===== src/rtl/fcds_pkg.sv =====
// ----------------------------------------------------------------------------
// fcds_pkg
// Shared types and constants for the fractional clock divider search.
// ----------------------------------------------------------------------------
package fcds_pkg;

    localparam int unsigned SRC_CLK_W      = 28;
    localparam int unsigned TARGET_W       = 26;
    localparam int unsigned BITS_W         = 10;
    localparam int unsigned BDIV_W         = 8;
    localparam int unsigned MULT_W         = 8;
    localparam int unsigned DIVR_W         = 12;
    localparam int unsigned DENOM_W        = 20;
    localparam int unsigned NUM_W          = 44;
    localparam int unsigned DVD_W          = 46;
    localparam int unsigned DVS_W          = 27;
    localparam int unsigned BEST_W         = 32;

    localparam logic [SRC_CLK_W-1:0] SRC_CLK_RESET = 28'd96000000;
    localparam logic [BEST_W-1:0]    ERR_START     = 32'd2560000000;
    localparam logic [TARGET_W-1:0]  ERR_MAX       = 26'h3FFFFFF;

    localparam int unsigned MAX_MULT_DEF  = 255;
    localparam int unsigned DIV_LIMIT_DEF = 4096;

    typedef struct packed {
        logic busy;
        logic done;
    } t_div_stat;

    typedef enum logic [10:0] {
        S_IDLE    = 11'b000_0000_0001,
        S_DEN     = 11'b000_0000_0010,
        S_BASE_GO = 11'b000_0000_0100,
        S_BASE_WT = 11'b000_0000_1000,
        S_NUM     = 11'b000_0001_0000,
        S_D_GO    = 11'b000_0010_0000,
        S_D_WT    = 11'b000_0100_0000,
        S_F_GO    = 11'b000_1000_0000,
        S_F_WT    = 11'b001_0000_0000,
        S_EVAL    = 11'b010_0000_0000,
        S_DONE    = 11'b100_0000_0000
    } t_state;

endpackage


===== src/rtl/fractional_clock_divider_search.sv =====
// ----------------------------------------------------------------------------
// fractional_clock_divider_search
// Searches multiplier/divisor pairs that bring the source clock closest to a
// wanted sample rate, using one shared serial divider under a sequencer.
//
//  channel   handshake          payload
//  config    i_cfg_wr_en        i_cfg_wr_data (source clock, Hz)
//  request   start / busy       i_target_rate, i_bits_per_frame,
//                               i_bit_clock_divider
//  result    o_done (strobe)    o_multiplier_minus_one, o_divisor_minus_one,
//                               o_best_error, o_found
//
//  Each division loads its operands, runs 46 steps and then raises done. A
//  request runs one base division, then up to MAX_MULTIPLIER candidates of
//  two divisions each (one when the divisor is out of range), stopping early
//  on an exact match.
//  busy is high from acceptance until the result strobe. Reset is synchronous,
//  active low. The receiver cannot stall; o_done lasts one cycle.
// ----------------------------------------------------------------------------
module fractional_clock_divider_search #(
    parameter int unsigned MAX_MULTIPLIER = fcds_pkg::MAX_MULT_DEF,
    parameter int unsigned DIVISOR_LIMIT  = fcds_pkg::DIV_LIMIT_DEF
) (
    input  logic                             i_clk,
    input  logic                             i_rst_n,
    input  logic                             i_cfg_wr_en,
    input  logic [fcds_pkg::SRC_CLK_W-1:0]   i_cfg_wr_data,
    input  logic                             start,
    input  logic [fcds_pkg::TARGET_W-1:0]    i_target_rate,
    input  logic [fcds_pkg::BITS_W-1:0]      i_bits_per_frame,
    input  logic [fcds_pkg::BDIV_W-1:0]      i_bit_clock_divider,
    output logic                             busy,
    output logic                             o_done,
    output logic [fcds_pkg::MULT_W-1:0]      o_multiplier_minus_one,
    output logic [fcds_pkg::DIVR_W-1:0]      o_divisor_minus_one,
    output logic [fcds_pkg::TARGET_W-1:0]    o_best_error,
    output logic                             o_found
);
    import fcds_pkg::*;

    t_state              r_state;
    t_state              n_state;
    logic [SRC_CLK_W-1:0] r_src_clk;
    logic [TARGET_W-1:0] r_target;
    logic [BITS_W-1:0]   r_bits;
    logic [BDIV_W-1:0]   r_bdiv;
    logic [DENOM_W-1:0]  r_denom;
    logic [SRC_CLK_W-1:0] r_base;
    logic [MULT_W-1:0]   r_m;
    logic [NUM_W-1:0]    r_num;
    logic [DIVR_W-1:0]   r_d;
    logic [DVD_W-1:0]    r_err;
    logic [BEST_W-1:0]   r_best;
    logic [MULT_W-1:0]   r_best_m;
    logic [DIVR_W-1:0]   r_best_d;
    logic                r_found;

    logic                div_start;
    logic [DVD_W-1:0]    div_dvd;
    logic [DVS_W-1:0]    div_dvs;
    t_div_stat           div_stat;
    logic [DVD_W-1:0]    div_q;
    logic                d_bad;
    logic                last_m;
    logic [DVD_W-1:0]    tgt_ext;

    assign tgt_ext = DVD_W'(r_target);
    assign d_bad   = (div_q == '0) || (div_q >= DVD_W'(DIVISOR_LIMIT));
    assign last_m  = r_m == MULT_W'(MAX_MULTIPLIER);

    always_comb begin
        div_start = 1'b0;
        div_dvd   = '0;
        div_dvs   = '0;
        unique case (r_state)
            S_BASE_GO: begin
                div_start = (r_target != '0) && (r_denom != '0);
                div_dvd   = DVD_W'(r_src_clk);
                div_dvs   = DVS_W'(r_denom);
            end
            S_D_GO: begin
                div_start = 1'b1;
                div_dvd   = {r_num, 1'b0} + tgt_ext;
                div_dvs   = {r_target, 1'b0};
            end
            S_F_GO: begin
                div_start = 1'b1;
                div_dvd   = {r_num, 1'b0} + DVD_W'(r_d);
                div_dvs   = DVS_W'({r_d, 1'b0});
            end
            default: begin
            end
        endcase
    end

    fcds_div #(
        .NW (DVD_W),
        .DW (DVS_W)
    ) u_div (
        .i_clk      (i_clk),
        .i_rst_n    (i_rst_n),
        .i_start    (div_start),
        .i_dividend (div_dvd),
        .i_divisor  (div_dvs),
        .o_stat     (div_stat),
        .o_quotient (div_q)
    );

    always_comb begin
        n_state = r_state;
        unique case (r_state)
            S_IDLE:    if (start) n_state = S_DEN;
            S_DEN:     n_state = S_BASE_GO;
            S_BASE_GO: n_state = div_start ? S_BASE_WT : S_DONE;
            S_BASE_WT: if (div_stat.done) n_state = S_NUM;
            S_NUM:     n_state = S_D_GO;
            S_D_GO:    n_state = S_D_WT;
            S_D_WT: begin
                if (div_stat.done) begin
                    if (!d_bad) begin
                        n_state = S_F_GO;
                    end else if (last_m) begin
                        n_state = S_DONE;
                    end else begin
                        n_state = S_NUM;
                    end
                end
            end
            S_F_GO:    n_state = S_F_WT;
            S_F_WT:    if (div_stat.done) n_state = S_EVAL;
            S_EVAL: begin
                if ((r_err < DVD_W'(r_best)) && (r_err == '0)) begin
                    n_state = S_DONE;
                end else if (last_m) begin
                    n_state = S_DONE;
                end else begin
                    n_state = S_NUM;
                end
            end
            S_DONE:    n_state = S_IDLE;
            default:   n_state = S_IDLE;
        endcase
    end

    always_ff @(posedge i_clk) begin
        if (!i_rst_n) begin
            r_state   <= S_IDLE;
            r_src_clk <= SRC_CLK_RESET;
            r_found   <= 1'b0;
            o_done    <= 1'b0;
        end else begin
            r_state <= n_state;
            o_done  <= r_state == S_DONE;
            if (i_cfg_wr_en) begin
                r_src_clk <= i_cfg_wr_data;
            end
            if (r_state == S_IDLE && start) begin
                r_found <= 1'b0;
            end else if (r_state == S_EVAL && r_err < DVD_W'(r_best)) begin
                r_found <= 1'b1;
            end
        end
    end

    always_ff @(posedge i_clk) begin
        unique case (r_state)
            S_IDLE: begin
                if (start) begin
                    r_target <= i_target_rate;
                    r_bits   <= i_bits_per_frame;
                    r_bdiv   <= i_bit_clock_divider;
                    r_best   <= ERR_START;
                    r_m      <= MULT_W'(1);
                end
            end
            S_DEN: begin
                r_denom <= {(DENOM_W-1)'(r_bits) * (DENOM_W-1)'({1'b0, r_bdiv} + 9'd1),
                            1'b0};
            end
            S_BASE_WT: begin
                if (div_stat.done) r_base <= div_q[SRC_CLK_W-1:0];
            end
            S_NUM: begin
                r_num <= {(NUM_W-8)'(r_base) * (NUM_W-8)'(r_m), 8'd0};
            end
            S_D_WT: begin
                if (div_stat.done) begin
                    r_d <= div_q[DIVR_W-1:0];
                    if (d_bad) r_m <= r_m + 1'b1;
                end
            end
            S_F_WT: begin
                if (div_stat.done) begin
                    r_err <= (div_q > tgt_ext) ? div_q - tgt_ext : tgt_ext - div_q;
                end
            end
            S_EVAL: begin
                if (r_err < DVD_W'(r_best)) begin
                    r_best   <= r_err[BEST_W-1:0];
                    r_best_m <= r_m;
                    r_best_d <= r_d;
                end
                r_m <= r_m + 1'b1;
            end
            S_DONE: begin
                o_found <= r_found;
                if (r_found) begin
                    o_multiplier_minus_one <= r_best_m - 1'b1;
                    o_divisor_minus_one    <= r_best_d - 1'b1;
                    o_best_error <= (r_best > BEST_W'(ERR_MAX)) ? ERR_MAX
                                                                : r_best[TARGET_W-1:0];
                end else begin
                    o_multiplier_minus_one <= '0;
                    o_divisor_minus_one    <= '0;
                    o_best_error           <= '0;
                end
            end
            default: begin
            end
        endcase
    end

    assign busy = r_state != S_IDLE;

`ifndef ASSERT_OFF
    a_done_pulse: assert property (@(posedge i_clk) disable iff (!i_rst_n)
        o_done |=> !o_done)
        else $error("result strobe longer than one cycle");

    a_accept_busy: assert property (@(posedge i_clk) disable iff (!i_rst_n)
        start && !busy |=> busy)
        else $error("request accepted without going busy");

    a_div_wait: assert property (@(posedge i_clk) disable iff (!i_rst_n)
        div_stat.busy |-> (r_state == S_BASE_WT || r_state == S_D_WT ||
                           r_state == S_F_WT))
        else $error("divider running outside a wait state");

    a_found_limit: assert property (@(posedge i_clk) disable iff (!i_rst_n)
        o_done && o_found |-> 32'(o_divisor_minus_one) < 32'(DIVISOR_LIMIT - 1))
        else $error("divisor out of range on result");

    a_not_found_zero: assert property (@(posedge i_clk) disable iff (!i_rst_n)
        o_done && !o_found |-> (o_best_error == '0 && o_divisor_minus_one == '0))
        else $error("non-zero result without a match");
`endif

endmodule


===== src/rtl/fcds_div.sv =====
// ----------------------------------------------------------------------------
// fcds_div
// Shared restoring divider, one quotient bit per cycle.
// ----------------------------------------------------------------------------
module fcds_div #(
    parameter int unsigned NW = fcds_pkg::DVD_W,
    parameter int unsigned DW = fcds_pkg::DVS_W
) (
    input  logic                i_clk,
    input  logic                i_rst_n,
    input  logic                i_start,
    input  logic [NW-1:0]       i_dividend,
    input  logic [DW-1:0]       i_divisor,
    output fcds_pkg::t_div_stat o_stat,
    output logic [NW-1:0]       o_quotient
);
    import fcds_pkg::*;

    localparam int unsigned CW = $clog2(NW + 1);

    logic          r_busy;
    logic          r_done;
    logic [CW-1:0] r_cnt;
    logic [DW-1:0] r_rem;
    logic [NW-1:0] r_quo;
    logic [DW-1:0] r_dvs;

    logic [DW:0]   rem_sh;
    logic          ge;
    logic [DW:0]   rem_sub;

    assign rem_sh  = {r_rem, r_quo[NW-1]};
    assign ge      = rem_sh >= {1'b0, r_dvs};
    assign rem_sub = rem_sh - {1'b0, r_dvs};

    always_ff @(posedge i_clk) begin
        if (!i_rst_n) begin
            r_busy <= 1'b0;
            r_done <= 1'b0;
            r_cnt  <= '0;
        end else begin
            r_done <= 1'b0;
            if (i_start && !r_busy) begin
                r_busy <= 1'b1;
                r_cnt  <= CW'(NW);
            end else if (r_busy) begin
                r_cnt <= r_cnt - 1'b1;
                if (r_cnt == CW'(1)) begin
                    r_busy <= 1'b0;
                    r_done <= 1'b1;
                end
            end
        end
    end

    always_ff @(posedge i_clk) begin
        if (i_start && !r_busy) begin
            r_rem <= '0;
            r_quo <= i_dividend;
            r_dvs <= i_divisor;
        end else if (r_busy) begin
            r_rem <= ge ? rem_sub[DW-1:0] : rem_sh[DW-1:0];
            r_quo <= {r_quo[NW-2:0], ge};
        end
    end

    assign o_stat.busy = r_busy;
    assign o_stat.done = r_done;
    assign o_quotient  = r_quo;

endmodule

===== config.mk =====
export PLATFORM = sky130hd
export DESIGN_NAME = fractional_clock_divider_search
export DESIGN_NICKNAME = d
export VERILOG_FILES = /design/src/rtl/fcds_pkg.sv /design/src/rtl/fractional_clock_divider_search.sv /design/src/rtl/fcds_div.sv
export SDC_FILE = /design/constraint.sdc
export NUM_CORES = 2
export LEC_CHECK = 0
export BUFFER_PORTS_ARGS = -buffer_cell sky130_fd_sc_hd__buf_2
export CORE_MARGIN = 2
export CORE_UTILIZATION = 50
export DETAILED_ROUTE_END_ITERATION = 10
export PLACE_DENSITY = 0.67
export SLEW_MARGIN = 20
export SYNTH_ARGS = -nofsm -noshare
export SYNTH_HDL_FRONTEND = slang
export SYNTH_HIERARCHICAL = 1
export SYNTH_SLANG_ARGS = --single-unit

===== constraint.sdc =====
create_clock -name i_clk -period 12.8 [get_ports i_clk]
set_clock_uncertainty 0.2 [all_clocks]
set_input_delay 0.64 -clock i_clk [delete_from_list [all_inputs] [get_ports i_clk]]
set_output_delay 0.64 -clock i_clk [all_outputs]
set_load 0.005 [all_outputs]

==> impl_metrics.env <==
export IMPL_antenna_found_initial=4
export IMPL_core_area_mm2=0.0670
export IMPL_r2r_cells=18
export IMPL_cts_tree="done"
export IMPL_hold_depth=3
export IMPL_max_freq_ghz=0.147
export IMPL_status="complete, no violations"
export IMPL_worst_pin_slew_ns=1.10
export IMPL_period_needed_ns=6.81
export IMPL_crit_start="r_m[5]"
export IMPL_p_int_uw=4630
export IMPL_postCtsSetupBuffers=0
export IMPL_die_area_mm2=0.0697
export IMPL_die_x_um=264
export IMPL_p_sw_share_pct=41.8
export IMPL_clk_insertion_delay_late_ns=0.64
export IMPL_syn_area_mm2=0.0338
export IMPL_initial_core_util_pct=50.4
export IMPL_critPathArrivalTime_ns=6.97
export IMPL_layout_nets=4096
export IMPL_p_per_area_mw_per_mm2=212
export IMPL_synth_fp_nets=3970
export IMPL_crit_path_end_kind="register"
export IMPL_overflow=0
export IMPL_drt_initial_drc_count=2040
export IMPL_htree_levels=2
export IMPL_wirelength_um=90400
export IMPL_startpoint_type="register"
export IMPL_min_from="i_cfg_wr_data[14]"
export IMPL_worstPathMaxFanout=32
export IMPL_hpwl_um=68400
export IMPL_remaining_drc_errors=0
export IMPL_synth_cells=3449
export IMPL_reg2reg_from="r_m[5]"
export IMPL_maxCapViolations=0
export IMPL_p_leak_uw=0.0161
export IMPL_pwr_share_comb_pct=55.3
export IMPL_rsz0062_at_grt="false"
export IMPL_maxSlewHeadroom_pct=26.6
export IMPL_via_per_inst=5.67
export IMPL_dr_pass1_iters=6
export IMPL_clockBufferDepth=3
export IMPL_cts_sink_count=441
export IMPL_finalMaxSlewViolations=0
export IMPL_root_buffer="clkbuf_16"
export IMPL_dp_cells=4350
export IMPL_avgSynthCellArea_um2=9.80
export IMPL_clkPwrFrac_pct=19.1
export IMPL_min_path_type="input pin to register"
export IMPL_syn2layout_area_growth_pct=10.9
export IMPL_ir_drop_mv=0.219
export IMPL_grt_usage_pct=26.3
export IMPL_finalSetupTns_ns=0
export IMPL_port_buffers=124
export IMPL_grt_pass1_vias=25256
export IMPL_drt_wirelength_per_cell_um=20.1
export IMPL_dieHeight_um=264
export IMPL_crit_type="register to register"
export IMPL_setup_viol=0
export IMPL_power_switching_uw=3330
export IMPL_grt_pass1_wl_um=144000
export IMPL_cts_made_buffers=51
export IMPL_post_route_period_util_pct=53.2
export IMPL_cp_required_ns=12.96
export IMPL_timing_hold_violations_final=0
export IMPL_ys_warn_count=6
export IMPL_globalplace_congestion=0.963
export IMPL_grt_max_degree=50
export IMPL_layout_drive_gt1_share_pct=7.74
export IMPL_final_antenna_net_count=0
export IMPL_boundaryPins=125
export IMPL_power_frac_seq_pct=25.6
export IMPL_fin_cells=4494
export IMPL_clk_pin_slew_ns=0.07
export IMPL_vias=25493
export IMPL_num_rows=95
[per-layer routing]
layer / routed length (um) / global-route usage (%) / share of wire (%)
met3: 6150 / 4.46 / 6.8
met2: 41700 / 42.5 / 46
met5: 27 / 0 / 0.030
met1: 39300 / 35.8 / 44
met4: 3160 / 9.12 / 3.5
[critical path, stage by stage, from the launching register on]
cell       delay (ns)
edfxtp_1         1.05
and2_1           0.26
fa_1             0.44
fa_1             0.52
fa_1             0.55
inv_1            0.06
fa_1             0.53
inv_1            0.04
ha_1             0.35
a2111oi_0        0.38
o21ai_0          0.21
a41oi_1          0.52
or3_1            0.21
nand3_1          0.13
a221o_1          0.42
a211oi_1         0.30
o31ai_1          0.12
a21oi_1          0.18
xnor2_1          0.08
[flip-flops by register name, summed over array words and instances (netlist names), 12 cells and up]
| name | cells |
|---|---|
| o_divisor_minus_one | 12 |
| r_base | 28 |
| r_d | 12 |
| r_src_clk | 28 |
| r_best_d | 12 |
| r_num | 36 |
| u_div/o_quotient | 46 |
| r_denom | 19 |
| u_div/r_rem | 27 |
| r_err | 46 |
| r_target | 26 |
| u_div/r_dvs | 27 |
| o_best_error | 26 |
| r_best | 32 |
[final timing paths]
path	endpoint	slack (ns)
setup reg to reg	r_num[42]	5.99
hold reg to reg	u_div/r_rem[24]	0.27
setup / recovery	r_num[42]	5.99
hold / removal	r_src_clk[14]	0.03
[per-stage QoR]
| step | util [%] | total power, uW | setup slack [ns] | hold WS, ns | area [um2] |
|---|---|---|---|---|---|
| 2_1_floorplan | - | 5440 | 6.89 | 0.226 | 33800 |
| 3_3_place_gp | 52.6 | 6420 | 6.21 | 0.262 | 35200 |
| 3_5_place_dp | 52.6 | 6420 | 6.12 | 0.267 | 35200 |
| 4_1_cts | 55.9 | 8000 | 6.06 | 0.00362 | 37500 |
| 5_1_grt | 55.9 | 8710 | 5.37 | 0.0308 | 37500 |
| 6_report | 55.9 | 7950 | 5.99 | 0.0344 | 37500 |
[power by group through the flow]
stage               clock [uW]  combinational [uW]  sequential [uW]
floorplan                    0                3470             1970
global placement             0                4360             2060
detailed placement           0                4360             2060
CTS                       1550                4420             2030
global route              1600                5070             2050
finish                    1520                4400             2040
[placed cells by master, fill, tap and decap left out, types with 76 or more instances in the layout]
master,instances
ha_1,228
buf_2,124
nand2_1,427
fa_1,217
nor2_1,157
dfxtp_1,76
xnor2_1,99
nor2b_1,82
inv_1,427
a21oi_1,148
edfxtp_1,365
and2_1,229
o21ai_0,107
[layout make-up]
class                   count  area, um2
multi-input cells        2456      19200
repair buffers            194       1260
flip-flops and latches    441      12500
well taps                 873       1090
clock buffers              67       1450
inverters                 431       1620
clock inverters            28        312
fillers                  5939      29600
diodes                      4       10.0
[repair_timing]
item | CTS | global route
hold endpoints to repair | 45 | 0
endpoints found under the setup margin | 0 | 0
resized for setup | 0 | 0
hold buffers | 45 | 0
Power figures use the tool's default switching activity.
